File: src/rtl/dds_pkg.sv
// shared types, constants and command/status structs for the distributed delay stage
package dds_pkg;

    localparam int DEF_MAX_CLASSES  = 64;
    localparam int DEF_MAX_SUBSTEPS = 64;

    localparam logic [39:0] CAP40 = 40'hFF_FFFF_FFFF;
    localparam logic [47:0] CAP48 = 48'hFFFF_FFFF_FFFF;
    localparam logic [14:0] FULL_MORT = 15'd25600;

    // 25600 = 25 * 2^10; 2^24 = 25 * DIV25_WRAP + 16
    localparam logic [19:0] DIV25_WRAP  = 20'd671088;
    // ceil(2^31 / 25), exact floor divide by 25 for values below 2^26
    localparam logic [26:0] DIV25_RECIP = 27'd85899346;

    localparam logic [1:0] REG_CLASS_COUNT = 2'd0;
    localparam logic [1:0] REG_FLOW_RATE   = 2'd1;
    localparam logic [1:0] REG_ATTRITION   = 2'd2;
    localparam logic [1:0] REG_INIT_INFLOW = 2'd3;

    // per-class phases
    localparam logic [1:0] PH_READ  = 2'd0;  // memory read issued
    localparam logic [1:0] PH_OPER  = 2'd1;  // operand prep, or add for summing
    localparam logic [1:0] PH_MUL   = 2'd2;  // low half product
    localparam logic [1:0] PH_WRITE = 2'd3;  // high half product and write

    // datapath operations issued by the controller
    typedef enum logic [3:0] {
        OP_NOP      = 4'd0,
        OP_LOAD     = 4'd1,  // latch tick inputs, add inflow, compute rate*dt
        OP_SURV     = 4'd2,  // survival scaling of one class
        OP_CLEAR    = 4'd3,  // zero one class
        OP_PROD     = 4'd4,  // b*rd and substep count
        OP_DIV      = 4'd5,  // one restoring step for rd/n and pend/n
        OP_OUTF     = 4'd6,  // collect outflow from last class
        OP_CLS      = 4'd7,  // update one class i>0
        OP_CLS0     = 4'd8,  // update class 0
        OP_SUBDONE  = 4'd9,  // close the tick's integration
        OP_SUM      = 4'd10, // add one class into contents
        OP_SUMINIT  = 4'd11  // contents = pending
    } dp_op_t;

    typedef struct packed {
        dp_op_t      op;
        logic [9:0]  idx;
        logic        rd_req;   // issue memory read at idx
        logic [1:0]  phase;    // per-class phase, see PH_*
    } dp_cmd_t;

    typedef struct packed {
        logic        dt_zero;
        logic        mort_zero;
        logic        mort_full;
        logic [10:0] n;
    } dp_stat_t;

endpackage

File: src/rtl/dds_ctrl.sv
// controller state machine sequencing survival, integration and summing
module dds_ctrl
    import dds_pkg::*;
#(
    parameter int MAX_CLASSES = DEF_MAX_CLASSES
) (
    input  logic       clk,
    input  logic       rst_n,
    input  logic [6:0] class_count,
    input  logic       in_valid,
    output logic       in_ready,
    output logic       out_valid,
    input  logic       out_ready,
    output dp_cmd_t    cmd,
    input  dp_stat_t   stat
);

    typedef enum logic [10:0] {
        S_INIT  = 11'b00000000001,
        S_IDLE  = 11'b00000000010,
        S_MORT  = 11'b00000000100,
        S_PROD  = 11'b00000001000,
        S_DIV   = 11'b00000010000,
        S_OUTF  = 11'b00000100000,
        S_CLS   = 11'b00001000000,
        S_CLS0  = 11'b00010000000,
        S_DONE  = 11'b00100000000,
        S_SUM   = 11'b01000000000,
        S_OUT   = 11'b10000000000
    } state_t;

    state_t      state_reg, state_next;
    logic [9:0]  idx_reg, idx_next;
    logic [1:0]  ph_reg, ph_next;
    logic [10:0] sub_reg, sub_next;
    logic [9:0]  k;

    always_comb
    begin
        if (class_count == 7'd0)
            k = 10'd1;
        else if (32'(class_count) > MAX_CLASSES)
            k = 10'(MAX_CLASSES);
        else
            k = 10'(class_count);
    end

    assign in_ready  = (state_reg == S_IDLE);
    assign out_valid = (state_reg == S_OUT);

    always_comb
    begin
        state_next = state_reg;
        idx_next   = idx_reg;
        ph_next    = ph_reg;
        sub_next   = sub_reg;
        cmd        = '{op: OP_NOP, idx: idx_reg, rd_req: 1'b0, phase: ph_reg};
        unique case (state_reg)
            S_INIT:
            begin
                // clear the class memory once after reset
                cmd.op = OP_CLEAR;
                if (idx_reg == 10'(MAX_CLASSES - 1))
                begin
                    state_next = S_IDLE;
                    idx_next   = '0;
                end
                else
                    idx_next = idx_reg + 10'd1;
            end
            S_IDLE:
            begin
                if (in_valid)
                begin
                    cmd.op     = OP_LOAD;
                    state_next = S_MORT;
                    idx_next   = '0;
                    ph_next    = PH_READ;
                end
            end
            S_MORT:
            begin
                if (stat.mort_full)
                begin
                    cmd.op = OP_CLEAR;
                    if (idx_reg == 10'(MAX_CLASSES - 1))
                        state_next = S_PROD;
                    else
                        idx_next = idx_reg + 10'd1;
                end
                else if (stat.mort_zero)
                    state_next = S_PROD;
                else
                begin
                    cmd.op     = OP_SURV;
                    cmd.rd_req = (ph_reg == PH_READ);
                    ph_next    = ph_reg + 2'd1;
                    if (ph_reg == PH_WRITE)
                    begin
                        if (idx_reg == k - 10'd1)
                            state_next = S_PROD;
                        else
                            idx_next = idx_reg + 10'd1;
                    end
                end
            end
            S_PROD:
            begin
                ph_next = PH_READ;
                if (stat.dt_zero)
                begin
                    state_next = S_SUM;
                    cmd.op     = OP_SUMINIT;
                    idx_next   = '0;
                end
                else
                begin
                    cmd.op     = OP_PROD;
                    state_next = S_DIV;
                    idx_next   = '0;
                end
            end
            S_DIV:
            begin
                cmd.op   = OP_DIV;
                idx_next = idx_reg + 10'd1;
                if (idx_reg == 10'd41)
                begin
                    state_next = S_OUTF;
                    idx_next   = k - 10'd1;
                    sub_next   = '0;
                end
            end
            S_OUTF:
            begin
                cmd.op     = OP_OUTF;
                cmd.rd_req = (ph_reg == PH_READ);
                ph_next    = ph_reg + 2'd1;
                if (ph_reg == PH_WRITE)
                    state_next = (k == 10'd1) ? S_CLS0 : S_CLS;
                if (ph_reg == PH_WRITE && k == 10'd1)
                    idx_next = '0;
            end
            S_CLS:
            begin
                cmd.op     = OP_CLS;
                cmd.rd_req = (ph_reg == PH_READ);
                ph_next    = ph_reg + 2'd1;
                if (ph_reg == PH_WRITE)
                begin
                    idx_next = idx_reg - 10'd1;
                    if (idx_reg == 10'd1)
                        state_next = S_CLS0;
                end
            end
            S_CLS0:
            begin
                cmd.op     = OP_CLS0;
                cmd.rd_req = (ph_reg == PH_READ);
                ph_next    = ph_reg + 2'd1;
                if (ph_reg == PH_WRITE)
                begin
                    idx_next = k - 10'd1;
                    sub_next = sub_reg + 11'd1;
                    state_next = (sub_reg + 11'd1 == stat.n) ? S_DONE : S_OUTF;
                end
            end
            S_DONE:
            begin
                cmd.op     = OP_SUBDONE;
                state_next = S_SUM;
                idx_next   = '0;
            end
            S_SUM:
            begin
                // first visit after DONE needs contents seeded from pending
                if (idx_reg == 10'd0 && ph_reg == PH_READ && sub_reg != 11'h7FF)
                begin
                    cmd.op   = OP_SUMINIT;
                    sub_next = 11'h7FF;
                end
                else
                begin
                    cmd.op     = OP_SUM;
                    cmd.rd_req = (ph_reg == PH_READ);
                    ph_next    = (ph_reg == PH_READ) ? PH_OPER : PH_READ;
                    if (ph_reg == PH_OPER)
                    begin
                        if (idx_reg == k - 10'd1)
                            state_next = S_OUT;
                        else
                            idx_next = idx_reg + 10'd1;
                    end
                end
            end
            S_OUT:
            begin
                if (out_ready)
                    state_next = S_IDLE;
            end
            default: state_next = S_IDLE;
        endcase
        if (state_reg == S_PROD && stat.dt_zero)
            sub_next = 11'h7FF;
        if (state_reg == S_DONE)
            sub_next = '0;
    end

    always_ff @(posedge clk or negedge rst_n)
    begin
        if (!rst_n)
        begin
            state_reg <= S_INIT;
            idx_reg   <= '0;
            ph_reg    <= PH_READ;
            sub_reg   <= '0;
        end
        else
        begin
            state_reg <= state_next;
            idx_reg   <= idx_next;
            ph_reg    <= ph_next;
            sub_reg   <= sub_next;
        end
    end

endmodule

File: config.mk
export PLATFORM = sky130hd
export DESIGN_NAME = dds_ctrl
export DESIGN_NICKNAME = d
export VERILOG_FILES = /design/src/rtl/dds_pkg.sv /design/src/rtl/dds_ctrl.sv
export SDC_FILE = /design/constraint.sdc
export NUM_CORES = 1
export LEC_CHECK = 0
export BUFFER_PORTS_ARGS = -buffer_cell sky130_fd_sc_hd__buf_2
export CAP_MARGIN = 25
export CORE_MARGIN = 3
export CORE_UTILIZATION = 50
export CTS_BUF_LIST = sky130_fd_sc_hd__clkbuf_4
export DETAILED_ROUTE_END_ITERATION = 16
export PLACE_DENSITY = 0.71
export SLEW_MARGIN = 20
export SYNTH_ARGS = -nofsm -noshare
export SYNTH_HDL_FRONTEND = slang
export SYNTH_SLANG_ARGS = --single-unit
File: constraint.sdc
create_clock -name clk -period 5.9 [get_ports clk]
set_clock_uncertainty 0.15 [all_clocks]
set_input_delay 1.18 -clock clk [delete_from_list [all_inputs] [get_ports clk]]
set_output_delay 1.18 -clock clk [all_outputs]
set_load 0.02 [all_outputs]
==> results of run 1 <==
## power groups by stage
stage | sequential, mW | clock [mW] | combinational, mW
global route | 0.458 | 0.148 | 0.998
detailed placement | 0.442 | 0 | 0.873
global placement | 0.438 | 0 | 0.867
CTS | 0.437 | 0.139 | 0.879
floorplan | 0.403 | 0 | 0.668
finish | 0.439 | 0.137 | 0.896
## through the flow
step	area (um^2)	worst slack, ps	power [mW]	std cells	util [%]
after floorplan	3260	1590	1.07	437	-
after global placement	3500	1280	1.31	536	57.1
after detailed placement	3500	1170	1.31	536	57.1
after CTS	3560	1540	1.46	544	58.0
after global routing	3560	1310	1.60	545	58.1
final	3560	1520	1.47	545	58.1
## path summary, 6_finish.rpt
path / start / cells after the start / endpoint
setup / recovery: class_count[2] / 11 / state_reg[5]
hold / removal: sub_reg[1] / 2 / sub_reg[1]
setup reg to reg: sub_reg[0] / 9 / idx_reg[8]
hold reg to reg: sub_reg[1] / 2 / sub_reg[1]
max in group asynchronous: rst_n / 1 / state_reg[9]
min in group asynchronous: rst_n / 1 / state_reg[3]
## worst max-delay path, stage by stage
cell	delay, ps
buf_2	120
or4_4	560
o32a_1	380
ha_1	350
xnor2_1	140
nor3_1	300
nand3b_1	170
nor4_2	480
a2bb2oi_1	240
o21a_1	210
mux2_1	330
## per-layer routing
metal  GRT usage (%)  vias to the layer above
li1                -                     1679
met1            37.7                     1677
met2            42.1                      146
met3            5.04                       23
met4            10.3                        0
met5               0                        -
## cells by family after synthesis
family / Yosys count / share of synthesized area [%]
muxes: 4 / 1.30
AOI/OAI and AO/OA: 122 / 24.2
and+or+nand+nor: 191 / 31.0
buffers and inverters: 45 / 5.29
DFF: 34 / 26.1
xor gates and xnor gates: 32 / 8.60
adders and majority gates: 9 / 3.45
## area by class of cell
class / instances / area (um^2) / area share, %
flip-flops and latches: 34 / 852 / 23.9
repair buffers: 46 / 235 / 6.61
clock inverters: 2 / 8.76 / 0.246
multi-input cells: 358 / 2240 / 62.8
well taps: 75 / 93.8 / 2.64
inverters: 24 / 90.1 / 2.53
clock buffers: 6 / 45.0 / 1.26
## layout by cell type, fill, tap and decap left out, types with 3 or more instances in the layout
cell type   n
xnor2_1    18
o21ai_0    34
o21ai_1    10
a221oi_1    6
o211a_1     3
o211ai_1    3
nor3b_1     3
ha_1        9
nand4b_1    3
and2_1      5
nor4_2      3
nand4_1     8
nand2b_1    4
nand2_1    33
nor3_1     23
or4_1       6
buf_2      43
nand3_1    20
or3_1       3
clkbuf_4    6
o2bb2ai_1   3
o21a_1      4
a31oi_1     7
nor2_1     49
xor2_1     14
inv_1      23
o22ai_1     7
nor4_1     11
dfrtp_1    33
and3_1      7
a21oi_1    21
==> impl_metrics.toml, run 1 <==
[route]
firstDrtPassIters = 5
route.detailed.drc = 0
top_layer_used = "met4"
wl_met2_mm = 4.52
drtIter0Drc = 268
routedWlPerCell_um = 18.0
postRouteAntennaNets = 0
wl_met1_mm = 4.44
wl_met3_um = 626
finalWirelength_mm = 9.83
via_per_inst = 6.47
vias = 3525

[pwr]
p_sw_mw = 0.784
combinationalPowerShare_pct = 60.9
p_leak_nw = 1.54
power.density_nw_per_um2 = 413
ir_drop_mv = 0.321
seqPwrFrac_pct = 29.8
p_clk_share_pct = 9.3
swShare_pct = 53.2
p_int_mw = 0.688

[clock_network]
post_cts_resized = 0
cts_inserted_buffers = 5
root_buffer = "clkbuf_4"
clockBufferDepth = 2
post-cts-setup-buffers = 0
clock_latency_ps = 350
path_clk_slew_ps = 120
cts_sinks = 34
h-tree-depth = 2
cts_hold_buf = 0
cts_tree = "yes"

[worst_hold_path]
hp-class = "reg2reg"

[logic_synthesis]
synthesis.nets = 471
synthTopCellsByArea = "dfrtp_1, nor2_1, o21ai_0"
post-synth-top-count-cell = "nor2_1"
synth_cells = 437
syn_area_um2 = 3260
syn_avg_cell_area_um2 = 7.46
synth_edf_count = 0
yosys_warnings = 0
async_reset_ff_share_pct = 100
yosys-top-cells-count = "nor2_1, o21ai_0, dfrtp_1, nand2_1"
synth-seq-area-share_pct = 26.1
synth_area_leader_cell = "dfrtp_1"
netlist.area_leader.share_pct = 25.3
synth_ff_type = "dfrtp_1"
synth_cell_types = 65
synth_seq_cells = 34

[floorplanning]
rows = 28
dieWidth_um = 86.8
die-height_um = 86.8
io_pins = 44
core-area_um2 = 6130
fp.dieArea_um2 = 7530
start_util_pct = 53.2

[critical_path]
crit_type = "in2reg"
cp_data_arrival_time_ps = 4460
cp.required_ps = 5970
critPathMaxFanout = 6
ff2ff_setup_slack_ps = 2270
crit_path_end_kind = "flip-flop"
start_kind = "input pin"

[sta]
period_share_pct = 74.3
slew_violations = 0
hold_viol = 0
period_needed_ps = 4380
max_slew.worst_pin.slew_ps = 883
setup_viol = 0
fin_setup_tns_ps = 0
relSlewSlack_pct = 40.7
hold_ws_ps = 436
fmax_mhz = 228
rsz0062_at_grt = "false"

[placement]
dp_hpwl_mm = 7.27
port_buffers = 43
place_congestion = 1.01

[run_status]
outcome = "finished clean"

[job]
cap_violations = 0

[global_routing]
grt_pass1_vias = 3228
grt_use_total_pct = 27.2
grt_max_degree = 35
antenna_found_initial = 0
grt_pass1_wl_mm = 16.3
overflow = 0

[layout]
syn_to_final_growth_pct = 9.21
n_fill_cell = 617
fin_nets = 503
drive_above_1_share_pct = 13.6
n_antenna_cell = 0
Power figures use the tool's default switching activity.
==> run 2, diff against run 1 <==
Clock period 5.9 ns to 4.6 ns, I/O delays scaled along.
==> run 2 against run 1 <==
  * Non-clock buffer count rose by 2
  * Worst hold slack worse by 15 ps
  * Global-route usage decreased by 0.29 points
  * Sequential cell count is the same
  * Count of clock-buffer cells in the layout fell by 1
  * Largest cell class unchanged
  * Critical path type unchanged
  * Register-to-register slack got worse by 1200 ps
==> impl_metrics.toml, run 2 (synthesis results as in run 1) <==
[sta]
slew_violations = 0
setup_slack_ps = 537
fin_setup_tns_ps = 0
period_needed_ps = 4060
fmax_mhz = 246
hold_viol = 0
period_share_pct = 88.3
rsz0062_at_grt = "false"
relSlewSlack_pct = 41.0
max_slew.worst_pin.slew_ps = 877
setup_viol = 0

[floorplanning]
rows = 28
fp.dieArea_um2 = 7530
core-area_um2 = 6130
die-height_um = 86.8
dieWidth_um = 86.8
io_pins = 44
start_util_pct = 53.2

[critical_path]
crit_type = "in2reg"
worstPathCellList = "buf_2 -> or4_4 -> o32a_1 -> ha_1 -> nor4_1 -> nor2_1 -> nor4_2 -> a2bb2oi_1 -> o21a_1 -> mux2_1"
cpMaxStageDelayCell = "or4_4"
cp_data_arrival_time_ps = 4150
crit_path_end_kind = "flip-flop"
cpPeakStageDelay_ps = 570
start_kind = "input pin"
critPathMaxFanout = 8
cp.required_ps = 4690

[route]
vias = 3553
finalWirelength_mm = 9.91
route.detailed.drc = 0
via_per_inst = 6.51
routedWlPerCell_um = 18.2
drtIter0Drc = 310
firstDrtPassIters = 5
postRouteAntennaNets = 0

[layout]
syn_to_final_growth_pct = 9.56
fin_nets = 505
drive_above_1_share_pct = 14.0
stdcell_area_um2 = 3570
layout_common_cells = "nor2_1, buf_2, o21ai_0"
n_antenna_cell = 0
final_common_cell = "nor2_1"
n_fill_cell = 587

[pwr]
ir_drop_mv = 0.328
power.total_mw = 1.88
p_leak_nw = 1.55
power.density_nw_per_um2 = 527

[run_status]
outcome = "finished clean"

[placement]
port_buffers = 43
dp_hpwl_mm = 7.39
dpl_worst_slack_ps = 197
place_congestion = 1.01
placed_cell_area_um2 = 3520

[clock_network]
clockBufferDepth = 2
path_clk_slew_ps = 120
post_cts_resized = 0
post-cts-setup-buffers = 0
root_buffer = "clkbuf_4"
cts_sinks = 34
cts_tree = "yes"
cts_hold_buf = 0
h-tree-depth = 2
cts_inserted_buffers = 5
clock_latency_ps = 350

[global_routing]
grt_use_total_pct = 26.9
antenna_found_initial = 0
grt_max_degree = 35
overflow = 0
grt_pass1_vias = 3271
grt_pass1_wl_mm = 16.2

[worst_hold_path]
hp-class = "reg2reg"

[job]
cap_violations = 0
## run 2: final cells by class
| cell class | count | area (um^2) | area share (%) |
|---|---|---|---|
| Clock buffer | 5 | 37.5 | 1.05 |
| Clock inverter | 2 | 10.0 | 0.280 |
| Inverter | 24 | 90.1 | 2.52 |
| Multi-Input combinational cell | 358 | 2240 | 62.6 |
| Sequential cell | 34 | 852 | 23.9 |
| Tap cell | 75 | 93.8 | 2.63 |
| Timing Repair Buffer | 48 | 253 | 7.08 |
## run 2: metrics by stage
step	hold WS, ps	std cells	utilization (%)
CTS	428	546	58.3
finish	422	546	58.3
global placement	399	539	57.5
floorplan	372	437	-
global route	448	546	58.3
detailed placement	401	539	57.5
## run 2: metal layers
metal,GRT usage (%),vias up,wire [um]
met4,8.50,0,224
met5,0,-,0
met2,43.2,173,4540
met3,4.37,19,780
li1,-,1680,-
met1,37.1,1681,4360
## run 2: final timing paths
path	depth (start not counted)	startpoint	endpoint	slack (ps)
max	10	class_count[2]	state_reg[5]	540
min	2	sub_reg[1]	sub_reg[1]	420
max reg2reg	8	idx_reg[6]	idx_reg[2]	1060
min reg2reg	2	sub_reg[1]	sub_reg[1]	420
max in group asynchronous	1	rst_n	idx_reg[1]	3270
min in group asynchronous	1	rst_n	sub_reg[5]	500
## run 2: power by group
group	switching (mW)	internal, mW	leakage (nW)
clock network	0.114	0.0550	0.0308
logic	0.734	0.435	1.08
registers	0.159	0.388	0.439
total	1.01	0.877	1.55
## run 2: worst max-delay path, delay by kind of cell
kind | cells | cell delay (ps)
buffers and inverters | 1 | 130
adder cells (fa/ha/maj) | 1 | 310
multiplexers | 1 | 330
AND/OR/NAND/NOR | 4 | 1640
AO/OA/AOI/OAI | 3 | 820
